### src/sv/ffa_pkg.sv
`timescale 1ns / 1ps
package ffa_pkg;

	// sizes
	localparam int ADDR_W       = 32;
	localparam int FREE_SLOTS   = 16;
	localparam int HEADER_BYTES = 8;
	localparam int CNT_W        = $clog2(FREE_SLOTS + 1);
	localparam int CMD_W        = 2;
	localparam int ST_W         = 3;
	localparam int CFG_IDX_W    = 1;

	// reset value of both heap registers
	localparam logic [ADDR_W-1:0] HEAP_RESET = 32'h0010_0000;

	// commands
	localparam logic [CMD_W-1:0] CMD_ALLOC      = 2'd0;
	localparam logic [CMD_W-1:0] CMD_FREE       = 2'd1;
	localparam logic [CMD_W-1:0] CMD_PAGE_ALLOC = 2'd2;

	// result status codes
	localparam logic [ST_W-1:0] ST_REUSED  = 3'd0;
	localparam logic [ST_W-1:0] ST_BUMPED  = 3'd1;
	localparam logic [ST_W-1:0] ST_NOMEM   = 3'd2;
	localparam logic [ST_W-1:0] ST_FREED   = 3'd3;
	localparam logic [ST_W-1:0] ST_IGNORED = 3'd4;

	// configuration register indexes
	localparam logic [CFG_IDX_W-1:0] REG_HEAP_BASE  = 1'd0;
	localparam logic [CFG_IDX_W-1:0] REG_HEAP_LIMIT = 1'd1;

	// one free-list entry
	typedef struct packed {
		logic [ADDR_W-1:0] addr;
		logic [ADDR_W-1:0] size;
	} entry_t;

	// per-cell control from the sequencer
	typedef struct packed {
		logic search;    // load a fresh match flag
		logic match_en;  // the item is an allocate that can hit
		logic valid;     // cell lies below the fill count
		logic commit;    // removal takes effect this cycle
		logic push;      // write the pushed entry into this cell
	} cell_ctl_t;

endpackage

### src/sv/ffa_in_if.sv
`timescale 1ns / 1ps
interface ffa_in_if;
	logic                             valid;
	logic                             ready;
	logic [ffa_pkg::CMD_W-1:0]        cmd;
	logic [ffa_pkg::ADDR_W-1:0]       request_size;
	logic [ffa_pkg::ADDR_W-1:0]       block_address;
	logic [ffa_pkg::ADDR_W-1:0]       block_size;

	modport source (output valid, cmd, request_size, block_address, block_size, input ready);
	modport sink (input valid, cmd, request_size, block_address, block_size, output ready);
endinterface

### src/sv/ffa_out_if.sv
`timescale 1ns / 1ps
interface ffa_out_if;
	logic                             valid;
	logic                             ready;
	logic [ffa_pkg::ADDR_W-1:0]       result_address;
	logic [ffa_pkg::ADDR_W-1:0]       granted_size;
	logic [ffa_pkg::ST_W-1:0]         status;
	logic [ffa_pkg::ADDR_W-1:0]       used_bytes;

	modport source (output valid, result_address, granted_size, status, used_bytes,
		input ready);
	modport sink (input valid, result_address, granted_size, status, used_bytes,
		output ready);
endinterface

### src/sv/ffa_cell.sv
`timescale 1ns / 1ps
module ffa_cell (
	input  logic                        clk,
	input  logic                        arst_n,
	input  ffa_pkg::cell_ctl_t          ctl,
	input  logic [ffa_pkg::ADDR_W-1:0]  rounded,
	input  ffa_pkg::entry_t             push_entry,
	input  ffa_pkg::entry_t             nb_entry,
	input  logic                        found_in,
	output logic                        found_out,
	input  logic                        taken_in,
	output logic                        taken_out,
	output logic                        pick,
	output ffa_pkg::entry_t             entry
);

	ffa_pkg::entry_t entry_q;
	logic            hit_q;

	// match flag, held until the next search
	always_ff @(posedge clk or negedge arst_n) begin
		if (!arst_n) begin
			hit_q <= 1'b0;
		end else if (ctl.search) begin
			hit_q <= ctl.match_en & ctl.valid & (entry_q.size >= rounded);
		end
	end

	// newest hit wins: nothing above this cell has hit yet
	assign pick      = hit_q & ~found_in;
	assign found_out = found_in | hit_q;
	// this cell is at or above the removed entry
	assign taken_out = taken_in | pick;

	// entry storage: push, or close the gap by taking the upper neighbour
	always_ff @(posedge clk) begin
		if (ctl.push) begin
			entry_q <= push_entry;
		end else if (ctl.commit && taken_out) begin
			entry_q <= nb_entry;
		end
	end

	assign entry = entry_q;

endmodule

### src/sv/first_fit_free_list_allocator.sv
`timescale 1ns / 1ps
// result path: stage 1 registers, stage 2 registers, then the output register
// a new item is accepted only while stages 1 and 2 are empty; the free-list cells compare in
//   the cycle after acceptance, the priority pick, entry shift and pointer update in stage 2
// a waiting result stalls the following item in stage 2, and the input with it
// reset (arst_n, asynchronous): heap_base = heap_limit = bump pointer = 0x100000,
//   free list empty; list entries themselves are not reset
module first_fit_free_list_allocator (
	input  logic                            clk,
	input  logic                            arst_n,
	input  logic                            cfg_we,
	input  logic [ffa_pkg::CFG_IDX_W-1:0]   cfg_index,
	input  logic [ffa_pkg::ADDR_W-1:0]      cfg_data,
	ffa_in_if.sink                          req_ch,
	ffa_out_if.source                       rsp_ch
);

	localparam int AW = ffa_pkg::ADDR_W;
	localparam int NS = ffa_pkg::FREE_SLOTS;
	localparam int CW = ffa_pkg::CNT_W;

	// architectural state
	logic [AW-1:0] base_q, limit_q, bump_q;
	logic [CW-1:0] count_q;

	// stage 1 registers
	logic                        v_s1;
	logic [ffa_pkg::CMD_W-1:0]   cmd_s1;
	logic [AW-1:0]               req_s1, baddr_s1, bsize_s1, rounded_s1;
	logic                        rovf_s1;

	// stage 2 registers
	logic                        v_s2;
	logic [ffa_pkg::CMD_W-1:0]   cmd_s2;
	logic [AW-1:0]               req_s2, baddr_s2, bsize_s2, rounded_s2;
	logic                        rovf_s2;
	logic [AW-1:0]               alloc_at_s2, alloc_end_s2, aligned_s2, page_end_s2;
	logic                        alloc_fit_s2, align_ovf_s2, page_fit_s2;

	// output register
	logic                        out_v_q;
	logic [AW-1:0]               out_addr_q, out_gsz_q, out_used_q;
	logic [ffa_pkg::ST_W-1:0]    out_st_q;

	logic accept, done;
	logic [AW-1:0] rounded_in;

	assign req_ch.ready = ~v_s1 & ~v_s2;
	assign accept       = req_ch.valid & req_ch.ready;
	assign done         = v_s2 & (~out_v_q | rsp_ch.ready);

	// round the request up to a multiple of eight bytes
	assign rounded_in = (req_ch.request_size + AW'(7)) & ~AW'(7);

	// bump candidates, worked out while the cells compare
	logic [AW+1:0] alloc_end_w;
	logic [AW:0]   aligned_w, page_end_w;

	assign alloc_end_w = {2'b00, bump_q} + (AW+2)'(ffa_pkg::HEADER_BYTES)
		+ {2'b00, rounded_s1};
	assign aligned_w   = ({1'b0, bump_q} + (AW+1)'(12'hFFF)) & ~(AW+1)'(12'hFFF);
	assign page_end_w  = {1'b0, aligned_w[AW-1:0]} + {1'b0, req_s1};

	// pipeline valid flags
	always_ff @(posedge clk or negedge arst_n) begin
		if (!arst_n) begin
			v_s1 <= 1'b0;
			v_s2 <= 1'b0;
		end else begin
			v_s1 <= accept;
			if (v_s1) begin
				v_s2 <= 1'b1;
			end else if (done) begin
				v_s2 <= 1'b0;
			end
		end
	end

	// stage 1 payload
	always_ff @(posedge clk) begin
		if (accept) begin
			cmd_s1     <= req_ch.cmd;
			req_s1     <= req_ch.request_size;
			baddr_s1   <= req_ch.block_address;
			bsize_s1   <= req_ch.block_size;
			rounded_s1 <= rounded_in;
			rovf_s1    <= req_ch.request_size > 32'hFFFF_FFF8;
		end
	end

	// stage 2 payload
	always_ff @(posedge clk) begin
		if (v_s1) begin
			cmd_s2       <= cmd_s1;
			req_s2       <= req_s1;
			baddr_s2     <= baddr_s1;
			bsize_s2     <= bsize_s1;
			rounded_s2   <= rounded_s1;
			rovf_s2      <= rovf_s1;
			alloc_at_s2  <= bump_q + AW'(ffa_pkg::HEADER_BYTES);
			alloc_end_s2 <= alloc_end_w[AW-1:0];
			alloc_fit_s2 <= alloc_end_w <= {2'b00, limit_q};
			aligned_s2   <= aligned_w[AW-1:0];
			align_ovf_s2 <= aligned_w[AW];
			page_end_s2  <= page_end_w[AW-1:0];
			page_fit_s2  <= page_end_w <= {1'b0, limit_q};
		end
	end

	// chain of free-list cells
	ffa_pkg::entry_t   ents  [0:NS];
	logic              found [0:NS];
	logic              taken [0:NS];
	logic [NS-1:0]     pick;
	ffa_pkg::cell_ctl_t ctl  [0:NS-1];
	ffa_pkg::entry_t   push_entry;
	logic              do_push, do_pop;

	assign ents[NS]   = '0;
	assign found[NS]  = 1'b0;
	assign taken[0]   = 1'b0;
	assign push_entry = '{addr: baddr_s2, size: bsize_s2};

	genvar k;
	generate
		for (k = 0; k < NS; k++) begin : g_cell
			always_comb begin
				ctl[k].search   = v_s1;
				ctl[k].match_en = (cmd_s1 == ffa_pkg::CMD_ALLOC) & ~rovf_s1;
				ctl[k].valid    = CW'(k) < count_q;
				ctl[k].commit   = done & do_pop;
				ctl[k].push     = done & do_push & (count_q == CW'(k));
			end

			ffa_cell u_cell (
				.clk        (clk),
				.arst_n     (arst_n),
				.ctl        (ctl[k]),
				.rounded    (rounded_s1),
				.push_entry (push_entry),
				.nb_entry   (ents[k+1]),
				.found_in   (found[k+1]),
				.found_out  (found[k]),
				.taken_in   (taken[k]),
				.taken_out  (taken[k+1]),
				.pick       (pick[k]),
				.entry      (ents[k])
			);
		end
	endgenerate

	// read out the picked entry
	ffa_pkg::entry_t pick_ent;
	always_comb begin
		pick_ent = '0;
		for (int i = 0; i < NS; i++) begin
			pick_ent = pick_ent | (pick[i] ? ents[i] : '0);
		end
	end

	// command decode and result
	logic [AW-1:0]            res_addr, res_gsz, next_bump;
	logic [ffa_pkg::ST_W-1:0] res_st;

	always_comb begin
		res_addr  = '0;
		res_gsz   = '0;
		res_st    = ffa_pkg::ST_IGNORED;
		next_bump = bump_q;
		do_push   = 1'b0;
		do_pop    = 1'b0;
		case (cmd_s2)
			ffa_pkg::CMD_ALLOC: begin
				if (rovf_s2) begin
					res_st = ffa_pkg::ST_NOMEM;
				end else if (found[0]) begin
					res_st   = ffa_pkg::ST_REUSED;
					res_addr = pick_ent.addr;
					res_gsz  = pick_ent.size;
					do_pop   = 1'b1;
				end else if (alloc_fit_s2) begin
					res_st    = ffa_pkg::ST_BUMPED;
					res_addr  = alloc_at_s2;
					res_gsz   = rounded_s2;
					next_bump = alloc_end_s2;
				end else begin
					res_st = ffa_pkg::ST_NOMEM;
				end
			end
			ffa_pkg::CMD_FREE: begin
				if (baddr_s2 != '0 && count_q < CW'(NS)) begin
					res_st  = ffa_pkg::ST_FREED;
					do_push = 1'b1;
				end
			end
			ffa_pkg::CMD_PAGE_ALLOC: begin
				if (align_ovf_s2) begin
					res_st = ffa_pkg::ST_NOMEM;
				end else begin
					next_bump = aligned_s2;
					if (page_fit_s2) begin
						res_st    = ffa_pkg::ST_BUMPED;
						res_addr  = aligned_s2;
						res_gsz   = req_s2;
						next_bump = page_end_s2;
					end else begin
						res_st = ffa_pkg::ST_NOMEM;
					end
				end
			end
			default: begin
				res_st = ffa_pkg::ST_IGNORED;
			end
		endcase
	end

	// heap registers, bump pointer and fill count
	always_ff @(posedge clk or negedge arst_n) begin
		if (!arst_n) begin
			base_q  <= ffa_pkg::HEAP_RESET;
			limit_q <= ffa_pkg::HEAP_RESET;
			bump_q  <= ffa_pkg::HEAP_RESET;
			count_q <= '0;
		end else if (cfg_we) begin
			case (cfg_index)
				ffa_pkg::REG_HEAP_BASE: begin
					base_q  <= cfg_data;
					bump_q  <= cfg_data;
					count_q <= '0;
				end
				ffa_pkg::REG_HEAP_LIMIT: begin
					limit_q <= cfg_data;
				end
				default: begin
					limit_q <= limit_q;
				end
			endcase
		end else if (done) begin
			bump_q <= next_bump;
			if (do_push) begin
				count_q <= count_q + CW'(1);
			end else if (do_pop && taken[NS]) begin
				count_q <= count_q - CW'(1);
			end
		end
	end

	// output register
	always_ff @(posedge clk or negedge arst_n) begin
		if (!arst_n) begin
			out_v_q <= 1'b0;
		end else if (done) begin
			out_v_q <= 1'b1;
		end else if (rsp_ch.ready) begin
			out_v_q <= 1'b0;
		end
	end

	always_ff @(posedge clk) begin
		if (done) begin
			out_addr_q <= res_addr;
			out_gsz_q  <= res_gsz;
			out_st_q   <= res_st;
			out_used_q <= next_bump - base_q;
		end
	end

	assign rsp_ch.valid          = out_v_q;
	assign rsp_ch.result_address = out_addr_q;
	assign rsp_ch.granted_size   = out_gsz_q;
	assign rsp_ch.status         = out_st_q;
	assign rsp_ch.used_bytes     = out_used_q;

endmodule

### src/flat_wrapper.sv
// flat-port wrapper written by rule: the top's interface ports become plain ports
module first_fit_free_list_allocator_flat 
  (clk, arst_n, cfg_we, cfg_index, cfg_data, req_ch_valid, req_ch_cmd, req_ch_request_size, req_ch_block_address, req_ch_block_size, req_ch_ready, rsp_ch_valid, rsp_ch_result_address, rsp_ch_granted_size, rsp_ch_status, rsp_ch_used_bytes, rsp_ch_ready);
  ffa_in_if req_ch_i ();
  ffa_out_if rsp_ch_i ();
  input  logic clk;
  input  logic arst_n;
  input  logic cfg_we;
  input  logic [ffa_pkg::CFG_IDX_W-1:0] cfg_index;
  input  logic [ffa_pkg::ADDR_W-1:0] cfg_data;
  input wire logic [$bits(req_ch_i.valid)-1:0] req_ch_valid;
  input wire logic [$bits(req_ch_i.cmd)-1:0] req_ch_cmd;
  input wire logic [$bits(req_ch_i.request_size)-1:0] req_ch_request_size;
  input wire logic [$bits(req_ch_i.block_address)-1:0] req_ch_block_address;
  input wire logic [$bits(req_ch_i.block_size)-1:0] req_ch_block_size;
  output wire logic [$bits(req_ch_i.ready)-1:0] req_ch_ready;
  output wire logic [$bits(rsp_ch_i.valid)-1:0] rsp_ch_valid;
  output wire logic [$bits(rsp_ch_i.result_address)-1:0] rsp_ch_result_address;
  output wire logic [$bits(rsp_ch_i.granted_size)-1:0] rsp_ch_granted_size;
  output wire logic [$bits(rsp_ch_i.status)-1:0] rsp_ch_status;
  output wire logic [$bits(rsp_ch_i.used_bytes)-1:0] rsp_ch_used_bytes;
  input wire logic [$bits(rsp_ch_i.ready)-1:0] rsp_ch_ready;
  assign req_ch_i.valid = req_ch_valid;
  assign req_ch_i.cmd = req_ch_cmd;
  assign req_ch_i.request_size = req_ch_request_size;
  assign req_ch_i.block_address = req_ch_block_address;
  assign req_ch_i.block_size = req_ch_block_size;
  assign req_ch_ready = req_ch_i.ready;
  assign rsp_ch_valid = rsp_ch_i.valid;
  assign rsp_ch_result_address = rsp_ch_i.result_address;
  assign rsp_ch_granted_size = rsp_ch_i.granted_size;
  assign rsp_ch_status = rsp_ch_i.status;
  assign rsp_ch_used_bytes = rsp_ch_i.used_bytes;
  assign rsp_ch_i.ready = rsp_ch_ready;
  first_fit_free_list_allocator u_core (.clk(clk), .arst_n(arst_n), .cfg_we(cfg_we), .cfg_index(cfg_index), .cfg_data(cfg_data), .req_ch(req_ch_i), .rsp_ch(rsp_ch_i));
endmodule
### config.mk
export PLATFORM = sky130hd
export DESIGN_NAME = first_fit_free_list_allocator_flat
export DESIGN_NICKNAME = d
export VERILOG_FILES = /design/src/sv/ffa_pkg.sv /design/src/sv/ffa_in_if.sv /design/src/sv/ffa_out_if.sv /design/src/sv/ffa_cell.sv /design/src/sv/first_fit_free_list_allocator.sv /design/src/flat_wrapper.sv
export SDC_FILE = /design/constraint.sdc
export NUM_CORES = 2
export LEC_CHECK = 0
export ABC_CLOCK_PERIOD_IN_PS = 8750
export BUFFER_PORTS_ARGS = -buffer_cell sky130_fd_sc_hd__buf_2
export CORE_MARGIN = 2
export CORE_UTILIZATION = 55
export DETAILED_ROUTE_END_ITERATION = 7
export PLACE_DENSITY = 0.74
export SYNTH_ARGS = -nofsm -noshare
export SYNTH_HDL_FRONTEND = slang
export SYNTH_SLANG_ARGS = --single-unit
### constraint.sdc
create_clock -name clk -period 8.75 [get_ports clk]
set_input_delay 1.3125 -clock clk [delete_from_list [all_inputs] [get_ports clk]]
set_output_delay 1.3125 -clock clk [all_outputs]
set_load 0.005 [all_outputs]
==> results.toml <==
[status]
status = "completed"

[sta]
finalCritPeriodShare_pct = 76.3
tightest_slew_ns = 1.42
whs_ns = 0.409
hold_violations = 0
fin_skew_ns = 0.0467
rsz0062_at_grt = "no"
slew_viol_final = 0
fmax_mhz = 150
worst_slack_ns = 2.07
relSlewSlack_pct = 5.15
period_minus_slack_ns = 6.68
setup_viol = 0

[min_path]
hold_end = "u_core.baddr_s2[14]"
min_path_type = "reg -> reg"
hp-start = "u_core.baddr_s1[14]"
holdPathStages = 0

[global_routing]
grt_max_degree = 145
overflow = 0
grt_pass1_vias = 59961
antenna_found_initial = 15
grt_pass1_wl_um = 416000
globalRouteTotalUtil_pct = 35.7

[worst_setup_path]
required_ns = 9.29
reg2reg_to = "u_core.rsp_ch.used_bytes[29]"
cp-end-kind = "flip-flop"
crit_arrival_ns = 7.22
r2r-start = "u_core.g_cell[14].u_cell.hit_q"
path_class = "reg -> reg"
worstSetupStartpointType = "flip-flop"
regToRegSetupSlack_ns = 2.07
crit_fanout = 29
reg2reg_depth = 17

[cts]
cts_hold_buf = 0
root_buffer = "clkbuf_16"
cts_buffers = 175
insertion_delay_ns = 0.84
cts_resized = 0
cts_sinks = 1603
h-tree-depth = 4
postCtsSetupRepairBufs = 0
clk_pin_slew_ns = 0.06
cts_tree = "yes"
cts_buffer_depth = 3

[logic_synthesis]
synth_simple_gate_area_share_pct = 6.61
netlist_instances = 6577
yosys_warnings = 0
synth_area_um2 = 86200
synth-compound-area-share_pct = 12.0
synth_top_family_by_area = "multiplexers"
yosys-mux-area-fraction_pct = 13.2
async_flop_share_pct = 7.49
ys.flop_type = "edfxtp_1"
synthAdderAreaFrac_pct = 9.00
yosysSeqAreaShare_pct = 55.1
synth_xor_xnor_area_share_pct = 1.46
synth-edff-count = 1483
syn_avg_cell_area_um2 = 13.1
ys_ff_latch = 1603
synthDistinctLibCells = 82
synth_nets = 7331

[placed_design]
dp_slack_ns = 2.21
placed_cells = 8600
place.gp.congestion = 1.01
dp_hpwl_um = 195000
placed_cell_area_um2 = 89600
port_buffers = 236

[final_layout]
fin_nets = 7473
post-route-util_pct = 61.2
layout_common_cells = "edfxtp_1, mux2_2, ha_1"
layout_commonest_cell = "edfxtp_1"
finish.instance_area_um2 = 95500
layoutNonFillerInstCount = 8926
drive_gt1_share_pct = 24.7
area_delta_synth_final_pct = 10.8

[floorplanning]
die_w_um = 400
fp-row-count = 145
die_h_um = 400
coreArea_um2 = 156000
start_util_pct = 55.3
pin_count = 237
dieArea_um2 = 160000

[drt]
dr.pass1.iters = 7
drc_errors = 0
route.vias.total = 61991
routed_wl_um = 290000
wl_per_cell_um = 32.5
drt-initial-drc-count = 8783
vias_per_cell = 6.94
antenna_left = 0

[power_and_ir_drop]
p_leak_nw = 35.4
powerDensity_nw_per_um2 = 240
irDropWorstVdd_uv = 212

[flow_run]
cap_viol_max_count = 0
[worst max-delay path by stage]
stage               slack (ns)  cells past startpoint                                to                      startpoint
global route              1.82                     17      u_core.rsp_ch.used_bytes[29]  u_core.g_cell[14].u_cell.hit_q
detailed placement        2.21                     17      u_core.rsp_ch.used_bytes[29]  u_core.g_cell[14].u_cell.hit_q
global placement          2.18                     17      u_core.rsp_ch.used_bytes[29]  u_core.g_cell[14].u_cell.hit_q
CTS                       2.21                     17      u_core.rsp_ch.used_bytes[29]  u_core.g_cell[14].u_cell.hit_q
floorplan                -0.45                      5  u_core.g_cell[1].u_cell.entry[0]                    rsp_ch_ready
finish                    2.07                     17      u_core.rsp_ch.used_bytes[29]  u_core.g_cell[14].u_cell.hit_q
[Yosys cell counts, types with 42 or more instances]
cell | count | area [um^2]
a21o_1 | 167 | 1250
a221o_1 | 130 | 1300
nor2_1 | 207 | 777
nand3_1 | 133 | 666
a221oi_1 | 122 | 1070
nand2_1 | 387 | 1450
o21a_1 | 42 | 315
buf_2 | 121 | 606
inv_1 | 162 | 608
dfrtp_1 | 117 | 2930
o21ai_0 | 250 | 1250
xnor2_1 | 103 | 902
nor2b_1 | 55 | 344
nor3_1 | 62 | 310
edfxtp_1 | 1483 | 44500
a21oi_1 | 286 | 1430
nand4_1 | 82 | 513
and2_1 | 79 | 494
mux2_2 | 992 | 11200
a22oi_1 | 225 | 1690
ha_1 | 615 | 7690
clkbuf_1 | 236 | 886
[cell families (layout without fill, tap and decap cells)]
logic type      Yosys count  in the layout
xor+xnor                144            144
fa+ha+maj               618            618
mux                    1015           1015
simple gates           1172           1172
buf+inv                 553            843
compound gates         1472           1472
other cells               0              1
flops                  1603           1603
[where the power goes]
part	total (mW)	internal, mW	switching (mW)
registers	9.89	9.20	0.689
logic	5.37	1.96	3.41
clock network	7.63	4.32	3.30
[layout make-up]
cell class / instances / area (um^2)
tap: 2058 / 2570
multi-input combinational: 4421 / 36800
sequential: 1603 / 47500
fill: 12070 / 60500
timing repair buffer: 355 / 2110
clock buffer: 217 / 4650
inverter: 163 / 614
antenna: 1 / 2.50
clock inverter: 108 / 1230
[stage by stage]
step | setup TNS (ns) | total power, mW
detailed placement | 0 | 15.2
CTS | 0 | 22.8
global route | 0 | 23.6
global placement | 0 | 15.1
finish | 0 | 22.9
floorplan | -85.98 | 13.1
[worst max-delay path, cell delays in order (launching register included)]
cell and delay [ns]:
dfrtp_2 0.38, buf_4 0.27, or4_4 0.65, nor3_4 0.34, and4b_1 0.80, nand2_1 0.20
a21oi_4 0.34, nor2_1 0.08, nor3_1 0.40, ha_1 0.32, nor2b_1 0.14, o31a_1 0.29
o41ai_1 0.70, nand4_1 0.17, and2_1 0.30, a221o_1 0.42, a211oi_1 0.42, o311ai_0 0.16
[registers in the layout (all words and copies together), names as in the netlist, 5 cells and up]
signal / cells
u_core.g_cell.u_cell.entry: 1024
u_core.alloc_end_s2: 32
u_core.baddr_s1: 32
u_core.baddr_s2: 32
u_core.base_q: 32
u_core.bsize_s1: 32
u_core.bsize_s2: 32
u_core.bump_q: 32
u_core.limit_q: 32
u_core.req_s1: 32
u_core.req_s2: 32
u_core.rsp_ch.granted_size: 32
u_core.rsp_ch.result_address: 32
u_core.rsp_ch.used_bytes: 32
u_core.alloc_at_s2: 29
u_core.rounded_s1: 29
u_core.rounded_s2: 29
u_core.aligned_s2: 20
u_core.page_end_s2: 20
u_core.g_cell.u_cell.hit_q: 16
u_core.count_q: 5
[per-layer routing]
metal	share of wire [%]	global-route usage, %
met5	0.019	0
met4	5.7	18.0
met3	12	10.2
met2	43	53.0
met1	39	47.9
Note: power is estimated with default switching activity, not from simulation.
